### src/design/bounded_sequence_list_engine_macros.svh
// Assertion macros for the bounded sequence list engine.
// Each macro expects clk and arst_n in the scope where it is used.
`ifndef BOUNDED_SEQUENCE_LIST_ENGINE_MACROS_SVH
`define BOUNDED_SEQUENCE_LIST_ENGINE_MACROS_SVH

// expr holds at every clock edge outside reset
`define BSLE_CHECK(lbl, expr, msg) \
	lbl: assert property (@(posedge clk) disable iff (!arst_n) (expr)) else $error(msg);

// ante implies cons in the same cycle
`define BSLE_IMPLY(lbl, ante, cons, msg) \
	lbl: assert property (@(posedge clk) disable iff (!arst_n) (ante) |-> (cons)) \
		else $error(msg);

// ante implies cons in the next cycle
`define BSLE_NEXT(lbl, ante, cons, msg) \
	lbl: assert property (@(posedge clk) disable iff (!arst_n) (ante) |=> (cons)) \
		else $error(msg);

`endif

### src/design/bsle_pkg.sv
// Shared types, codes and constants for the bounded sequence list engine.
// No dependencies.
package bsle_pkg;

	localparam int DEPTH_DEF = 16;
	localparam int VALUE_W   = 32;
	localparam int CMD_W     = 3;
	localparam int POS_W     = 5;
	localparam int STAT_W    = 3;
	localparam int LEN_W     = 5;

	localparam logic [CMD_W-1:0] CMD_INS_FRONT = 3'd0;
	localparam logic [CMD_W-1:0] CMD_INS_REAR  = 3'd1;
	localparam logic [CMD_W-1:0] CMD_INS_POS   = 3'd2;
	localparam logic [CMD_W-1:0] CMD_DEL_FRONT = 3'd3;
	localparam logic [CMD_W-1:0] CMD_DEL_REAR  = 3'd4;
	localparam logic [CMD_W-1:0] CMD_DEL_VAL   = 3'd5;
	localparam logic [CMD_W-1:0] CMD_INS_ORD   = 3'd6;

	localparam logic [STAT_W-1:0] ST_OK       = 3'd0;
	localparam logic [STAT_W-1:0] ST_EMPTY    = 3'd1;
	localparam logic [STAT_W-1:0] ST_NOTFOUND = 3'd2;
	localparam logic [STAT_W-1:0] ST_BADPOS   = 3'd3;
	localparam logic [STAT_W-1:0] ST_FULL     = 3'd4;

	typedef struct packed {
		logic [CMD_W-1:0]          command;
		logic signed [VALUE_W-1:0] value;
		logic [POS_W-1:0]          position;
	} req_t;

	typedef struct packed {
		logic [STAT_W-1:0] status;
		logic [LEN_W-1:0]  length;
	} rsp_t;

	typedef enum logic [1:0] {
		TGT_ZERO,
		TGT_COUNT,
		TGT_POS,
		TGT_HIT
	} tgt_sel_t;

	typedef struct packed {
		logic              load_item;
		logic              search_start;
		logic              search_en;
		logic              start_up;
		logic              start_dn;
		logic              shift_en;
		logic              put_value;
		logic              cnt_inc;
		logic              cnt_dec;
		logic              out_load;
		tgt_sel_t          tgt_sel;
		logic [STAT_W-1:0] out_status;
	} ctl_t;

	typedef struct packed {
		logic [CMD_W-1:0] cmd;
		logic             full;
		logic             empty;
		logic             pos_ok;
		logic             hit;
		logic             exhausted;
		logic             shift_done;
		logic             out_free;
	} sts_t;

endpackage

### src/design/bounded_sequence_list_engine.sv
// Top level of the bounded sequence list engine: controller plus datapath.
// Depends on bsle_pkg, bsle_ctl and bsle_dp.
//
//   channel | handshake            | payload
//   --------+----------------------+-----------------------------------
//   req     | req_valid/req_stall  | req_t: command, value, position
//   rsp     | rsp_valid/rsp_stall  | rsp_t: status, length
//
// One command is in work at a time; the next is taken once the result is
// loaded into the output register, even while that result is still stalled.
// A command that neither scans nor shifts passes only the decide and finish states; a
// scan from the front checks the elements in turn, and a shift moves the tail one
// element at a time before the finish state loads the result, waiting on output stalls.
// Reset clears the count and all control state; the element store needs no clearing pass.
module bounded_sequence_list_engine import bsle_pkg::*; #(
	parameter int DEPTH = DEPTH_DEF
) (
	input  logic clk,
	input  logic arst_n,
	input  logic req_valid,
	output logic req_stall,
	input  req_t req,
	output logic rsp_valid,
	input  logic rsp_stall,
	output rsp_t rsp
);

	ctl_t ctl;
	sts_t sts;

	bsle_ctl u_ctl (
		.clk      (clk),
		.arst_n   (arst_n),
		.req_valid(req_valid),
		.req_stall(req_stall),
		.sts      (sts),
		.ctl      (ctl)
	);

	bsle_dp #(
		.DEPTH(DEPTH)
	) u_dp (
		.clk      (clk),
		.arst_n   (arst_n),
		.req      (req),
		.ctl      (ctl),
		.sts      (sts),
		.rsp_valid(rsp_valid),
		.rsp_stall(rsp_stall),
		.rsp      (rsp)
	);

endmodule

### src/design/bsle_ram.sv
// Generic single write port, single read port RAM with registered read data.
// No dependencies.
module bsle_ram #(
	parameter int WIDTH = 32,
	parameter int DEPTH = 16
) (
	input  logic                     clk,
	input  logic                     we,
	input  logic [$clog2(DEPTH)-1:0] waddr,
	input  logic [WIDTH-1:0]         wdata,
	input  logic [$clog2(DEPTH)-1:0] raddr,
	output logic [WIDTH-1:0]         rdata
);

	logic [WIDTH-1:0] mem [DEPTH];
	logic [WIDTH-1:0] rdata_q;

	always_ff @(posedge clk) begin
		if (we) begin
			mem[waddr] <= wdata;
		end
		rdata_q <= mem[raddr];
	end

	assign rdata = rdata_q;

endmodule

### src/design/bsle_dp.sv
// Datapath: element store, count, search and shift pointers, result register.
// Depends on bsle_pkg, bsle_ram and the assertion macro header.
`include "bounded_sequence_list_engine_macros.svh"

module bsle_dp import bsle_pkg::*; #(
	parameter int DEPTH = DEPTH_DEF
) (
	input  logic clk,
	input  logic arst_n,
	input  req_t req,
	input  ctl_t ctl,
	output sts_t sts,
	output logic rsp_valid,
	input  logic rsp_stall,
	output rsp_t rsp
);

	localparam int AW   = $clog2(DEPTH);
	localparam int CW   = $clog2(DEPTH + 1);
	localparam int CMPW = ((CW > POS_W) ? CW : POS_W) + 1;

	req_t              item_q;
	logic [CW-1:0]     cnt_q;
	logic [CW-1:0]     ptr_q;
	logic [CW-1:0]     left_q;
	logic [CW-1:0]     tgt_q;
	logic              dir_up_q;
	logic              chk_vld_s1;
	logic [CW-1:0]     chk_idx_s1;
	logic              mv_vld_s1;
	logic [CW-1:0]     mv_addr_s1;
	logic              rsp_valid_q;
	rsp_t              rsp_q;

	logic [CW-1:0]      tgt_n;
	logic [VALUE_W-1:0] rdata;
	logic               we;
	logic [AW-1:0]      waddr;
	logic [VALUE_W-1:0] wdata;
	logic               match;
	logic               ptr_in_range;

	always_comb begin
		unique case (ctl.tgt_sel)
			TGT_ZERO:  tgt_n = '0;
			TGT_COUNT: tgt_n = cnt_q;
			TGT_POS:   tgt_n = CW'(item_q.position - POS_W'(1));
			TGT_HIT:   tgt_n = chk_idx_s1;
		endcase
	end

	assign ptr_in_range = (ptr_q < cnt_q);
	assign match = (item_q.command == CMD_DEL_VAL) ? (rdata == item_q.value)
		: ($signed(rdata) >= item_q.value);

	assign we    = mv_vld_s1 | ctl.put_value;
	assign waddr = mv_vld_s1 ? mv_addr_s1[AW-1:0] : tgt_q[AW-1:0];
	assign wdata = mv_vld_s1 ? rdata : item_q.value;

	bsle_ram #(
		.WIDTH(VALUE_W),
		.DEPTH(DEPTH)
	) u_ram (
		.clk  (clk),
		.we   (we),
		.waddr(waddr),
		.wdata(wdata),
		.raddr(ptr_q[AW-1:0]),
		.rdata(rdata)
	);

	assign sts.cmd        = item_q.command;
	assign sts.full       = (cnt_q == CW'(DEPTH));
	assign sts.empty      = (cnt_q == '0);
	assign sts.pos_ok     = (item_q.position != '0)
		&& (CMPW'(item_q.position) <= CMPW'(cnt_q) + CMPW'(1));
	assign sts.hit        = chk_vld_s1 && match;
	assign sts.exhausted  = !chk_vld_s1 && !ptr_in_range;
	assign sts.shift_done = (left_q == '0) && !mv_vld_s1;
	assign sts.out_free   = !rsp_valid_q || !rsp_stall;

	always_ff @(posedge clk) begin
		if (ctl.load_item) begin
			item_q <= req;
		end
		chk_idx_s1 <= ptr_q;
		mv_addr_s1 <= dir_up_q ? (ptr_q + CW'(1)) : (ptr_q - CW'(1));
	end

	always_ff @(posedge clk or negedge arst_n) begin
		if (!arst_n) begin
			cnt_q      <= '0;
			ptr_q      <= '0;
			left_q     <= '0;
			tgt_q      <= '0;
			dir_up_q   <= 1'b0;
			chk_vld_s1 <= 1'b0;
			mv_vld_s1  <= 1'b0;
		end else begin
			if (ctl.cnt_inc) begin
				cnt_q <= cnt_q + CW'(1);
			end else if (ctl.cnt_dec) begin
				cnt_q <= cnt_q - CW'(1);
			end

			priority if (ctl.start_up) begin
				tgt_q    <= tgt_n;
				ptr_q    <= cnt_q - CW'(1);
				left_q   <= cnt_q - tgt_n;
				dir_up_q <= 1'b1;
			end else if (ctl.start_dn) begin
				tgt_q    <= tgt_n;
				ptr_q    <= tgt_n + CW'(1);
				left_q   <= cnt_q - tgt_n - CW'(1);
				dir_up_q <= 1'b0;
			end else if (ctl.search_start) begin
				ptr_q <= '0;
			end else if (ctl.search_en && ptr_in_range) begin
				ptr_q <= ptr_q + CW'(1);
			end else if (ctl.shift_en && (left_q != '0)) begin
				left_q <= left_q - CW'(1);
				ptr_q  <= dir_up_q ? (ptr_q - CW'(1)) : (ptr_q + CW'(1));
			end else begin
				ptr_q <= ptr_q;
			end

			chk_vld_s1 <= ctl.search_en && ptr_in_range;
			mv_vld_s1  <= ctl.shift_en && (left_q != '0);
		end
	end

	always_ff @(posedge clk or negedge arst_n) begin
		if (!arst_n) begin
			rsp_valid_q <= 1'b0;
		end else if (ctl.out_load) begin
			rsp_valid_q <= 1'b1;
		end else if (!rsp_stall) begin
			rsp_valid_q <= 1'b0;
		end
	end

	always_ff @(posedge clk) begin
		if (ctl.out_load) begin
			rsp_q.status <= ctl.out_status;
			rsp_q.length <= LEN_W'(cnt_q);
		end
	end

	assign rsp_valid = rsp_valid_q;
	assign rsp       = rsp_q;

	`BSLE_CHECK(a_cnt_bound, cnt_q <= CW'(DEPTH), "element count above depth")
	`BSLE_IMPLY(a_wr_port, mv_vld_s1, !ctl.put_value, "move and insert write collide")
	`BSLE_NEXT(a_cnt_inc, ctl.cnt_inc, cnt_q == $past(cnt_q) + CW'(1), "count did not step up")
	`BSLE_IMPLY(a_put_room, ctl.put_value, cnt_q < CW'(DEPTH), "insert into full store")

endmodule

### src/design/bsle_ctl.sv
// Controller state machine: sequences decode, search, shift and result.
// Depends on bsle_pkg and the assertion macro header.
`include "bounded_sequence_list_engine_macros.svh"

module bsle_ctl import bsle_pkg::*; (
	input  logic clk,
	input  logic arst_n,
	input  logic req_valid,
	output logic req_stall,
	input  sts_t sts,
	output ctl_t ctl
);

	localparam logic [2:0] S_IDLE   = 3'd0;
	localparam logic [2:0] S_DECIDE = 3'd1;
	localparam logic [2:0] S_SEARCH = 3'd2;
	localparam logic [2:0] S_SHUP   = 3'd3;
	localparam logic [2:0] S_SHDN   = 3'd4;
	localparam logic [2:0] S_FINISH = 3'd5;

	logic [2:0]        state_q;
	logic [2:0]        state_n;
	logic [STAT_W-1:0] status_q;
	logic [STAT_W-1:0] status_n;
	logic              is_ins;

	assign is_ins = (sts.cmd == CMD_INS_FRONT) || (sts.cmd == CMD_INS_REAR)
		|| (sts.cmd == CMD_INS_POS) || (sts.cmd == CMD_INS_ORD);

	always_comb begin
		ctl      = '0;
		state_n  = state_q;
		status_n = status_q;
		unique case (state_q)
			S_IDLE: begin
				if (req_valid) begin
					ctl.load_item = 1'b1;
					state_n       = S_DECIDE;
				end
			end
			S_DECIDE: begin
				status_n = ST_OK;
				state_n  = S_FINISH;
				priority if (is_ins && sts.full) begin
					status_n = ST_FULL;
				end else begin
					unique case (sts.cmd)
						CMD_INS_FRONT: begin
							ctl.tgt_sel  = TGT_ZERO;
							ctl.start_up = 1'b1;
							state_n      = S_SHUP;
						end
						CMD_INS_REAR: begin
							ctl.tgt_sel  = TGT_COUNT;
							ctl.start_up = 1'b1;
							state_n      = S_SHUP;
						end
						CMD_INS_POS: begin
							if (sts.pos_ok) begin
								ctl.tgt_sel  = TGT_POS;
								ctl.start_up = 1'b1;
								state_n      = S_SHUP;
							end else begin
								status_n = ST_BADPOS;
							end
						end
						CMD_DEL_FRONT: begin
							if (sts.empty) begin
								status_n = ST_EMPTY;
							end else begin
								ctl.tgt_sel  = TGT_ZERO;
								ctl.start_dn = 1'b1;
								state_n      = S_SHDN;
							end
						end
						CMD_DEL_REAR: begin
							if (sts.empty) begin
								status_n = ST_EMPTY;
							end else begin
								ctl.cnt_dec = 1'b1;
							end
						end
						CMD_DEL_VAL: begin
							if (sts.empty) begin
								status_n = ST_EMPTY;
							end else begin
								ctl.search_start = 1'b1;
								state_n          = S_SEARCH;
							end
						end
						CMD_INS_ORD: begin
							ctl.search_start = 1'b1;
							state_n          = S_SEARCH;
						end
						default: begin
						end
					endcase
				end
			end
			S_SEARCH: begin
				priority if (sts.hit) begin
					ctl.tgt_sel = TGT_HIT;
					if (sts.cmd == CMD_DEL_VAL) begin
						ctl.start_dn = 1'b1;
						state_n      = S_SHDN;
					end else begin
						ctl.start_up = 1'b1;
						state_n      = S_SHUP;
					end
				end else if (sts.exhausted) begin
					if (sts.cmd == CMD_DEL_VAL) begin
						status_n = ST_NOTFOUND;
						state_n  = S_FINISH;
					end else begin
						ctl.tgt_sel  = TGT_COUNT;
						ctl.start_up = 1'b1;
						state_n      = S_SHUP;
					end
				end else begin
					ctl.search_en = 1'b1;
				end
			end
			S_SHUP: begin
				ctl.shift_en = 1'b1;
				if (sts.shift_done) begin
					ctl.put_value = 1'b1;
					ctl.cnt_inc   = 1'b1;
					state_n       = S_FINISH;
				end
			end
			S_SHDN: begin
				ctl.shift_en = 1'b1;
				if (sts.shift_done) begin
					ctl.cnt_dec = 1'b1;
					state_n     = S_FINISH;
				end
			end
			S_FINISH: begin
				if (sts.out_free) begin
					ctl.out_load = 1'b1;
					state_n      = S_IDLE;
				end
			end
			default: begin
				state_n = S_IDLE;
			end
		endcase
		ctl.out_status = status_q;
	end

	always_ff @(posedge clk or negedge arst_n) begin
		if (!arst_n) begin
			state_q  <= S_IDLE;
			status_q <= ST_OK;
		end else begin
			state_q  <= state_n;
			status_q <= status_n;
		end
	end

	assign req_stall = (state_q != S_IDLE);

	`BSLE_IMPLY(a_load_free, ctl.out_load, sts.out_free, "result loaded over a pending one")
	`BSLE_CHECK(a_one_start,
		$onehot0({ctl.load_item, ctl.search_start, ctl.start_up, ctl.start_dn}),
		"conflicting sequencer starts")
	`BSLE_NEXT(a_accept_decide, ctl.load_item, state_q == S_DECIDE, "accept not followed by decode")

endmodule
### config.mk
export PLATFORM = sky130hd
export DESIGN_NAME = bounded_sequence_list_engine
export DESIGN_NICKNAME = d
export VERILOG_FILES = /design/src/design/bsle_pkg.sv /design/src/design/bounded_sequence_list_engine.sv /design/src/design/bsle_ram.sv /design/src/design/bsle_dp.sv /design/src/design/bsle_ctl.sv
export VERILOG_INCLUDE_DIRS = /design/src /design/src/design
export SDC_FILE = /design/constraint.sdc
export NUM_CORES = 1
export LEC_CHECK = 0
export BUFFER_PORTS_ARGS = -buffer_cell sky130_fd_sc_hd__buf_2
export CAP_MARGIN = 5
export CORE_ASPECT_RATIO = 2
export CORE_UTILIZATION = 25
export CTS_CLUSTER_DIAMETER = 60
export CTS_CLUSTER_SIZE = 10
export DETAILED_ROUTE_END_ITERATION = 6
export GPL_TIMING_DRIVEN = 0
export HOLD_SLACK_MARGIN = 0.06
export PLACE_DENSITY = 0.45
export SLEW_MARGIN = 20
export SYNTH_ARGS = -nofsm -noshare
export SYNTH_HDL_FRONTEND = slang
export SYNTH_SLANG_ARGS = --single-unit
### constraint.sdc
create_clock -name clk -period 4.91 [get_ports clk]
set_input_delay 0.982 -clock clk [delete_from_list [all_inputs] [get_ports clk]]
set_output_delay 0.982 -clock clk [all_outputs]
set_load 0.02 [all_outputs]
[Yosys cells after proc, flatten, opt, wreduce, memory -nomap -nowiden]
Memory sizes are Yosys's and may differ from the RTL's. A register that Yosys moved wholly into a read port is not among the register bits.
Index checks and enable logic that the tools add are counted.
Word-level totals
  register bits after elaboration: 86
  bits in writable memories: 512
  input port bits: 44
  output and inout port bits: 10
  logic and storage cells: 175
  memories: 1
Operators by class
  add/sub/neg operators: 10
  magnitude comparators: 3
  equal/unequal tests: 26
  multiplexer cells: 82
  bitwise gates (word level): 1
  reductions and logical operators: 35
Memory list
  u_dp.u_ram.mem: depth 16, bits a word 32, rd ports 1, clocked after memory_dff 1, write ports 1, RTL line bsle_ram.sv:15  | logic [WIDTH-1:0] mem [DEPTH];
Operator list (count)
  5-bit 2-to-1 mux: 13
  3-bit 2-to-1 mux: 14
  32-bit == test: 1
  32-bit greater-or-equal comparator: 1
  32-bit 2-to-1 mux: 1
  1-bit 2-to-1 mux: 31
  3-bit one-hot mux with 5 select lines: 2
  5-bit by 1-bit subtractor with 5-bit output, second input constant: 5
  5-bit one-hot mux with 4 select lines: 1
  2-bit 2-to-1 mux: 8
  4-bit 2-to-1 mux: 4
  5-bit by 1-bit adder with 5-bit output, second input constant: 3
  3-bit == test, second input constant: 5
  5-bit nonzero test: 3
  3-bit by 2-bit == test with 1-bit output, second input constant: 4
  2-bit one-hot mux with 2 select lines: 3
  3-bit one-hot mux with 2 select lines: 2
  5-bit zero test: 2
  3-bit inequality test, second input constant: 3
  2-bit inequality test, second input constant: 4
  4-bit AND reduction: 2
  1-bit logical AND: 7
  5-bit by 1-bit adder with 6-bit output, second input constant: 1
  3-bit by 1-bit == test with 1-bit output, second input constant: 2
  18 further kinds: 35

[Depth between registers and ports, before layout]
Gate-level depths: netlist (run 1).
  word-level depth: 13
  mapped depth: 21
  gate-level depth less buffers: 20

[Modules after synthesis]
A second synthesis (run 1) with hierarchy kept.
Second synthesis, totals
  cell total of the unflattened synthesis: 1456
  area, all modules: 25622.1 sq um
By module, submodules not included
  bsle_ram: instances 1, cells an instance 838, area an instance 19835.3 sq um, seq. area each 16015.4 sq um
  bsle_dp: instances 1, cells an instance 520, area an instance 5111.2 sq um, seq. area each 2197.1 sq um
  bsle_ctl: instances 1, cells an instance 98, area an instance 675.6 sq um, seq. area each 150.1 sq um

[Worst setup path before layout (run 1)]
No wires, ideal clock.
  path type: flip-flop to flip-flop
  start point: register u_dp.item_q[10] (netlist bit)
  end point: register u_dp.left_q[4]
  library setup time: 0.143 ns
  data arrival time: 3.905 ns
  required time: 4.767 ns
  slack: 0.862 ns
  stages on the path, launching flop included: 22
  buffers on the path: 1
  clock period less this slack: 4.048 ns
  cell sequence: edfxtp_1 > inv_1 > ha_1 > a21oi_1 > o21ai_1 > a221o_1 > or3_1 > a22oi_2 > o21ai_2 > buf_4 > a22o_1 > o21bai_1 > ha_1 > fa_1 > nand2_1 > o21ai_0 > ha_1 > nand2_1 > nor3_1 > xor2_1 > nand2_1 > o221ai_2
On the way
  cells in the longest elaborated chain, start to end: 11
  elaborated cells on any way between the ends: 25
  classes of those cells: add/sub: 2; order compare: 1; eq/ne: 6; mux: 11; reduce/logical: 5
Ends and longest elaborated chain
  start: declaration: RTL line bsle_dp.sv:22  | req_t item_q;
  start signal: assignment: RTL line bsle_dp.sv:84  | item_q <= req;
  32-bit greater-or-equal comparator / 32-bit == test (equally long branches): RTL line bsle_dp.sv:54, bsle_dp.sv:53
  1-bit 2-to-1 mux (*): RTL line bsle_dp.sv:53  | assign match = (item_q.command == CMD_DEL_VAL) ? (rdata == item_q.value)
  1-bit logical AND (*): RTL line bsle_dp.sv:77  | assign sts.hit = chk_vld_s1 && match;
  2-bit 2-to-1 mux (*): RTL line bsle_ctl.sv:101  | priority if (sts.hit) begin
  2-bit one-hot mux with 2 select lines (*): RTL line bsle_ctl.sv:34  | unique case (state_q)
  2-bit == test, or another cell as far along: RTL line bsle_dp.sv:44  | unique case (ctl.tgt_sel)
  5-bit one-hot mux with 4 select lines (*): RTL line bsle_dp.sv:44
  net u_dp.tgt_n[0]: RTL line bsle_dp.sv:35  | logic [CW-1:0] tgt_n;
  5-bit subtractor (*): RTL line bsle_dp.sv:109, bsle_dp.sv:114
  5-bit by 1-bit subtractor with 5-bit output: RTL line bsle_dp.sv:114  | left_q <= cnt_q - tgt_n - CW'(1);
  5-bit 2-to-1 mux: RTL line bsle_dp.sv:111  | end else if (ctl.start_dn) begin
  5-bit 2-to-1 mux (*): RTL line bsle_dp.sv:106  | priority if (ctl.start_up) begin
  end signal: assignment: RTL line bsle_dp.sv:109  | left_q <= cnt_q - tgt_n;
  end signal: assignment: RTL line bsle_dp.sv:114
  end signal: assignment: RTL line bsle_dp.sv:121  | left_q <= left_q - CW'(1);
  end: declaration: RTL line bsle_dp.sv:25  | logic [CW-1:0] left_q;
Mark *: on every way through the listed nets, which the timed path passes. The rest lies on a longest branch.
A chain may end at the register's enable or synchronous reset.

[Worst setup path after layout (run 1)]
  start point: register u_dp.item_q[17] (netlist bit)
  end point: register u_dp.left_q[4]
The elaborated chain is that of the path after synthesis.

==> results of run 1 <==
## logic make-up (layout without fill, tap and decap cells)
kind of cell             Yosys count  after routing  share of synthesized area
AND/OR/NAND/NOR                  219            219                     0.0413
multiplexers                     171            171                      0.145
AO/OA/AOI/OAI                    160            160                     0.0403
flip-flops                       630            630                      0.718
other                              0              1                          0
XOR/XNOR                          30             30                     0.0108
adder cells (fa/ha/maj)           53             53                     0.0262
buffers and inverters            116            345                     0.0176
## power groups by stage
stage                     Combinational (mW)  Clock (mW)  Sequential (mW)
after CTS                               5.85        5.22             7.25
after detailed placement                5.82           0             7.35
after global routing                    6.24        5.38             7.31
after floorplan                         3.76           0             7.25
after global placement                  5.52           0             7.38
final                                   5.73        5.04             7.25
## sequential cells by signal, indices dropped and copies added, names as in the netlist
register and count:
u_dp.u_ram.mem 512, u_dp.item_q 37, u_dp.u_ram.rdata 32, u_dp.rsp 8
u_dp.chk_idx_s1 5, u_dp.cnt_q 5, u_dp.left_q 5, u_dp.ptr_q 5
u_dp.mv_addr_s1 4, u_dp.tgt_q 4, u_ctl.state_q 3, u_ctl.status_q 3
u_dp.sts 3, u_dp.chk_vld_s1 1, u_dp.dir_up_q 1, u_dp.mv_vld_s1 1
u_dp.rsp_valid 1
## worst max-delay path: stages (launching register included)
cell and delay, ns:
edfxtp_1 0.36, inv_1 0.12, ha_1 0.24, nand4_1 0.27
nor2_1 0.09, a221o_1 0.34, or3_4 0.39, a22oi_2 0.16
o21ai_2 0.10, buf_4 0.18, a22o_1 0.25, o21bai_2 0.24
ha_2 0.23, fa_2 0.61, nand2_1 0.07, o21ai_2 0.08
ha_2 0.20, nand2_1 0.07, nor2_1 0.11, xnor3_1 0.24
o221ai_2 0.16
## layer usage
layer  vias to the layer above  track usage
li1                       5883            -
met1                      7030        0.147
met5                         -            0
met4                         0       0.0540
met3                       108       0.0194
met2                       256        0.274
## through the flow
stage                     instances   util  hold slack [ns]  cell area [sq um]
after global placement         2768  0.272            0.396              27500
after CTS                      2944  0.303            0.382              30700
after global routing           2944  0.304            0.424              30800
final                          2945  0.304            0.405              30800
after detailed placement       2807  0.281            0.405              28500
after floorplan                1379      -            0.372              25600
## worst max path at each step
stage | startpoint | cells past startpoint | to | slack [ns]
after floorplan | u_dp.item_q[10] | 21 | u_dp.left_q[4] | 0.86
after CTS | u_dp.cnt_q[0] | 22 | u_dp.left_q[4] | 0.05
after global placement | u_dp.left_q[1] | 7 | u_dp.u_ram.mem[2][17] | -1.74
after global routing | u_dp.item_q[10] | 21 | u_dp.left_q[4] | 0.02
final | u_dp.item_q[17] | 20 | u_dp.left_q[4] | 0.28
after detailed placement | u_dp.item_q[20] | 21 | u_dp.left_q[4] | -0.53
## repair_timing
item / CTS / global route
setup buffers: 4 / 0
gates resized for setup: 6 / 19
endpoints found under the setup margin: 4 / 3
gates cloned: 0 / 0
pin swaps: 3 / 2
## placed cells by master, fill, tap and decap left out, drive strengths merged, types with 6 or more instances in the layout
master  instances
xor2            7
dfxtp          41
nor3           13
nor3b           7
buf           115
edfxtp        560
nand3          13
nor2           56
dfrtp          29
inv            60
clkbuf        164
xnor2          22
nand4           8
o22ai           6
o21ai          55
mux4          160
a21o            9
nor2b           6
ha             52
a21oi          42
mux2i           8
nand2          84
a31oi           6
## layout make-up
class	instances	area [sq um]
Antenna cell	1	2.50
Buffer	59	256
Clock buffer	124	2030
Clock inverter	9	139
Fill cell	9940	70400
Inverter	57	214
Multi-Input combinational cell	633	6960
Sequential cell	630	18400
Tap cell	1336	1670
Timing Repair Buffer	96	1120
==> key figures, run 1 <==
Run status
  – Status: complete, no violations

Final layout
  – Layout area overhead: 20.3%
  – Share of layout cells above drive strength 1: 0.261
  – Total Nets Final: 1,647

Logic synthesis
  – Unique masters post-synth: 79
  – Cell Area, Synth: 25,600 sq um
  – Synth area leader: edfxtp_1
  – Top cells by area, synth: edfxtp_1, mux4_2, dfxtp_1, dfrtp_1, ha_1
  – Seq/Total Area, Yosys: 0.718
  – Commonest cells post-synth: edfxtp_1, mux4_2, nand2_1
  – Cell with the most instances after synthesis: edfxtp_1
  – Top cell type's share of synthesized area: 0.658
  – Mapped Avg Cell Area: 18.5 sq um
  – Synth warn: 0
  – Main flop type after synthesis: edfxtp_1
  – Synth Instances: roughly 1,400
  – Post-synth EDFFs: 560
  – Async S/R FF share, synth: 0.0460
  – Syn Nets: 1,476
  – Yosys reg bits: 630

Power
  – Leakage: 10.1 nW
  – Pwr Density: 586 nW/um^2
  – Comb pwr share: 0.318
  – Pint: 12.1 mW
  – VDD IR max: 0.250 mV
  – Sw Share: 0.327
  – Net Sw Power: 5.89 mW
  – Design Power: 18.0 mW
  – Seq pwr share: 0.402
  – Clk network pwr share: 0.280

Min path
  – Worst hold path type: in2async

GRT
  – Global route overflow: 0
  – Initial antenna violation count: 0
  – Largest net degree at the start of global routing: 30
  – First-pass GRT wire length: just over 100 mm
  – GRT Util Overall: 0.139
  – Vias in the first global route: 14,600

Setup path
  – Worst R2R Setup Slack: 0.28 ns
  – WP data arrival: 5.17 ns
  – Critical path data required time: approximately 5.5 ns
  – Crit-path max FO: 10
  – R2r worst-path depth: 20
  – Reg-to-Reg End: u_dp.left_q[4]
  – Critical Path End Type: register
  – Kind of critical path: reg2reg
  – Startpoint types: register
  – Crit Reg-Reg Startpoint: u_dp.item_q[17]

Clock network
  – Clk_lat worst skew: roughly 0.64 ns
  – Clock tree buffer depth: 3
  – Clk pin slew, worst setup/hold paths: ~0.06 ns
  – H-tree Lvls: 3
  – Sink Count: 630
  – Total CTS buffers: 73
  – CTS tree: built
  – Hold_buf cts: 0
  – CTS root buffer: clkbuf_16

Routing
  – Top Layer Used: met4
  – Metal-1 WL: 26.5 mm
  – DR pass1 iterations: 5
  – 1st-iter DRT viols: around 960
  – Via count: 13,300
  – Avg WL per Cell: 24.2 microns
  – WL met3: between 1.5 and 2 mm
  – Routed Antenna Nets: 0
  – Drt via density: between 4 and 5
  – WL final: 71.3 mm
  – Met2 WL: roughly 41 mm
  – Number of remaining DRC errors: 0

Timing
  – Setup ws final: 0.282 ns
  – Crit share post-route: 0.943
  – Max Slew Vio Count: 0
  – Slew HR: 0.280
  – Final Hold Viols: 0
  – Max Clock Freq: 216 MHz
  – RSZ-0062 raised after global routing: no
  – Minimum clock period: 4.63 ns
  – Clk_skew: 0.0193 ns
  – Setup TNS: 0 ns
  – Tightest Pin Transition: 1.07 ns
  – # setup viols final: 0

Floorplan
  – Initial core utilization: 0.253
  – Die height: 454 microns
  – CORE AREA: 101,000 sq um
  – Num rows: 165
  – Die Width: 228 microns
  – IO Pins: 54
  – Die area: approximately 100,000 sq um

Placement
  – Final Wtd Congestion: 0.800
  – Post-Place Worst Slack: -0.528 ns
  – I/O Buffers: 53
  – Final HPWL DP: 48.3 mm

Job
  – Max cap viols: 0
No activity file was read; power rests on OpenSTA's default activity.
==> inputs of run 2 (changes only) <==
--- a/config.mk
+++ b/config.mk
@@ -10,11 +10,13 @@
 export CAP_MARGIN = 5
 export CORE_ASPECT_RATIO = 2
 export CORE_UTILIZATION = 25
+export CTS_BUF_LIST = sky130_fd_sc_hd__clkbuf_16
 export CTS_CLUSTER_DIAMETER = 60
 export CTS_CLUSTER_SIZE = 10
 export DETAILED_ROUTE_END_ITERATION = 6
 export GPL_TIMING_DRIVEN = 0
 export HOLD_SLACK_MARGIN = 0.06
+export MAX_ROUTING_LAYER = met4
 export PLACE_DENSITY = 0.45
 export SLEW_MARGIN = 20
 export SYNTH_ARGS = -nofsm -noshare
==> run 2 against run 1 <==
Effect of this change: global-route usage up 0.44 points; combinational power about the same; die area unchanged; hold slack about the same; critical endpoint unchanged.
==> key figures, run 2 (synthesis gave the netlist of run 1 again) <==
GRT
  – Largest net degree at the start of global routing: 30
  – Initial antenna violation count: 0
  – Global route overflow: 0
  – First-pass GRT wire length: between 100 and 150 mm
  – Vias in the first global route: 14,600
  – GRT Util Overall: 0.144

Final layout
  – Final core occ: 0.304
  – Most frequent cells in the layout: edfxtp_1, mux4_2, inv_1
  – Most common cell after layout, fill and taps aside: edfxtp_1
  – Layout fillers: 9,942
  – Share of layout cells above drive strength 1: 0.261
  – Final instance area: 30,800 sq um
  – Total Nets Final: 1,648
  – Fin cells: 2,946
  – Layout area overhead: 20.4%
  – Largest register FFs: 512
  – Top reg by flops: u_dp.u_ram.mem

Timing
  – Slew HR: 0.280
  – WHS: between 0.4 and 0.5 ns
  – Minimum clock period: 4.61 ns
  – RSZ-0062 raised after global routing: no
  – Max Slew Vio Count: 0
  – Max Clock Freq: 217 MHz
  – # setup viols final: 0
  – Setup TNS: 0 ns
  – Clk_skew: approximately 0.021 ns
  – Final Hold Viols: 0
  – Crit share post-route: 0.939
  – Tightest Pin Transition: 1.08 ns

Clock network
  – Clk pin slew, worst setup/hold paths: 0.06 ns
  – CTS tree: built
  – Clk_lat worst skew: around 0.64 ns
  – Sink Count: 630
  – Clock tree buffer depth: 3
  – Hold_buf cts: 0
  – CTS root buffer: clkbuf_16
  – H-tree Lvls: 3
  – Total CTS buffers: 73

Routing
  – Drt via density: 4.50
  – Routed Antenna Nets: 0
  – 1st-iter DRT viols: 1,003
  – DR pass1 iterations: 5
  – Avg WL per Cell: between 20 and 25 microns
  – Via count: 13,300
  – WL final: 71.2 mm
  – Number of remaining DRC errors: 0

Placement
  – I/O Buffers: 53
  – Final Wtd Congestion: 0.811
  – Cells after DPL: ~2,800
  – Final HPWL DP: 48.3 mm
  – DP Area: around 28,000 sq um

Setup path
  – WP data arrival: 5.15 ns
  – Critical Path End Type: register
  – Crit-path max FO: 10
  – Buf/Inv on CP: 2
  – Critical path data required time: 5.46 ns
  – Kind of critical path: reg2reg
  – Startpoint types: register
  – Crit-path slowest cell: fa_2
  – Max incr delay on CP: 0.61 ns
  – Critical path cell sequence: inv_1, ha_1, nand4_1, nor2_1, a221o_1, or3_4, a22oi_2, o21ai_2, buf_4, a22o_1, o21bai_2, ha_2, fa_2, nand2_1, o21ai_2, ha_2, nand2_1, nor2_1, xnor3_1, o221ai_2
  – Top delay family on crit path: compound AO/OA/AOI/OAI gates

Power
  – VDD IR max: roughly 0.25 mV
  – Pwr Density: 583 nW/um^2
  – Leakage: 10.3 nW

Min path
  – Worst hold path type: in2async

Floorplan
  – Num rows: 165
  – Die height: between 400 and 500 microns
  – CORE AREA: 101,000 sq um
  – Initial core utilization: 0.253
  – Die area: 104,000 sq um
  – IO Pins: 54
  – Die Width: around 230 microns

Job
  – Max cap viols: 0

Run status
  – Status: complete, no violations
==> run 2: changes by cell type in the layout (fill, tap and decap cells not counted), sizes merged <==
cell / change
buf: +1
clkbuf: -51
clkinv: +1
inv: +50
==> run 2: final cells by class <==
type                            instances  area, sq um  share of cell area
Antenna cell                            1         2.50           0.0000813
Buffer                                 59          256             0.00834
Clock buffer                           73         1830              0.0594
Clock inverter                         60          330              0.0107
Inverter                               57          214             0.00695
Multi-Input combinational cell        633         6970               0.227
Sequential cell                       630        18400               0.597
Tap cell                             1336         1670              0.0543
Timing Repair Buffer                   97         1130              0.0367
==> run 2: worst paths after layout <==
kind	startpoint	end	slack (ns)	cells after the start
max	u_dp.item_q[16]	u_dp.left_q[4]	0.30	20
min	arst_n	u_dp.rsp_valid	0.40	1
max reg2reg	u_dp.item_q[16]	u_dp.left_q[4]	0.30	20
min reg2reg	u_dp.ptr_q[0]	u_dp.chk_idx_s1[0]	0.42	0
max in group asynchronous	arst_n	u_dp.tgt_q[1]	3.98	1
min in group clk	u_dp.ptr_q[0]	u_dp.chk_idx_s1[0]	0.42	0
==> run 2: report_power, final <==
part	switching, mW	internal [mW]	leakage, nW
logic	3.36	2.38	3.28
registers	0.328	6.92	5.77
clock network	2.22	2.72	1.23
total	5.91	12.0	10.3
==> run 2: through the flow <==
step           setup WS [ns]  power, mW
3_5_place_dp          -0.528       13.2
3_3_place_gp           -1.74       12.9
6_report               0.301       17.9
2_1_floorplan          0.862       11.0
5_1_grt               0.0259       18.8
4_1_cts               0.0451       18.2
==> run 2: timing repair <==
item                                    4_1_cts  5_1_grt
endpoints found under the setup margin        4        3
buffers inserted                              4        1
pin swaps                                     3        2
resized for setup                             6       18
==> run 2: metal layers <==
layer	wire (microns)	up-vias	GRT usage
met2	40500	265	0.275
li1	-	5877	-
met5	0	-	-
met1	26600	7004	0.148
met3	1960	109	0.0191
met4	2190	0	0.0523
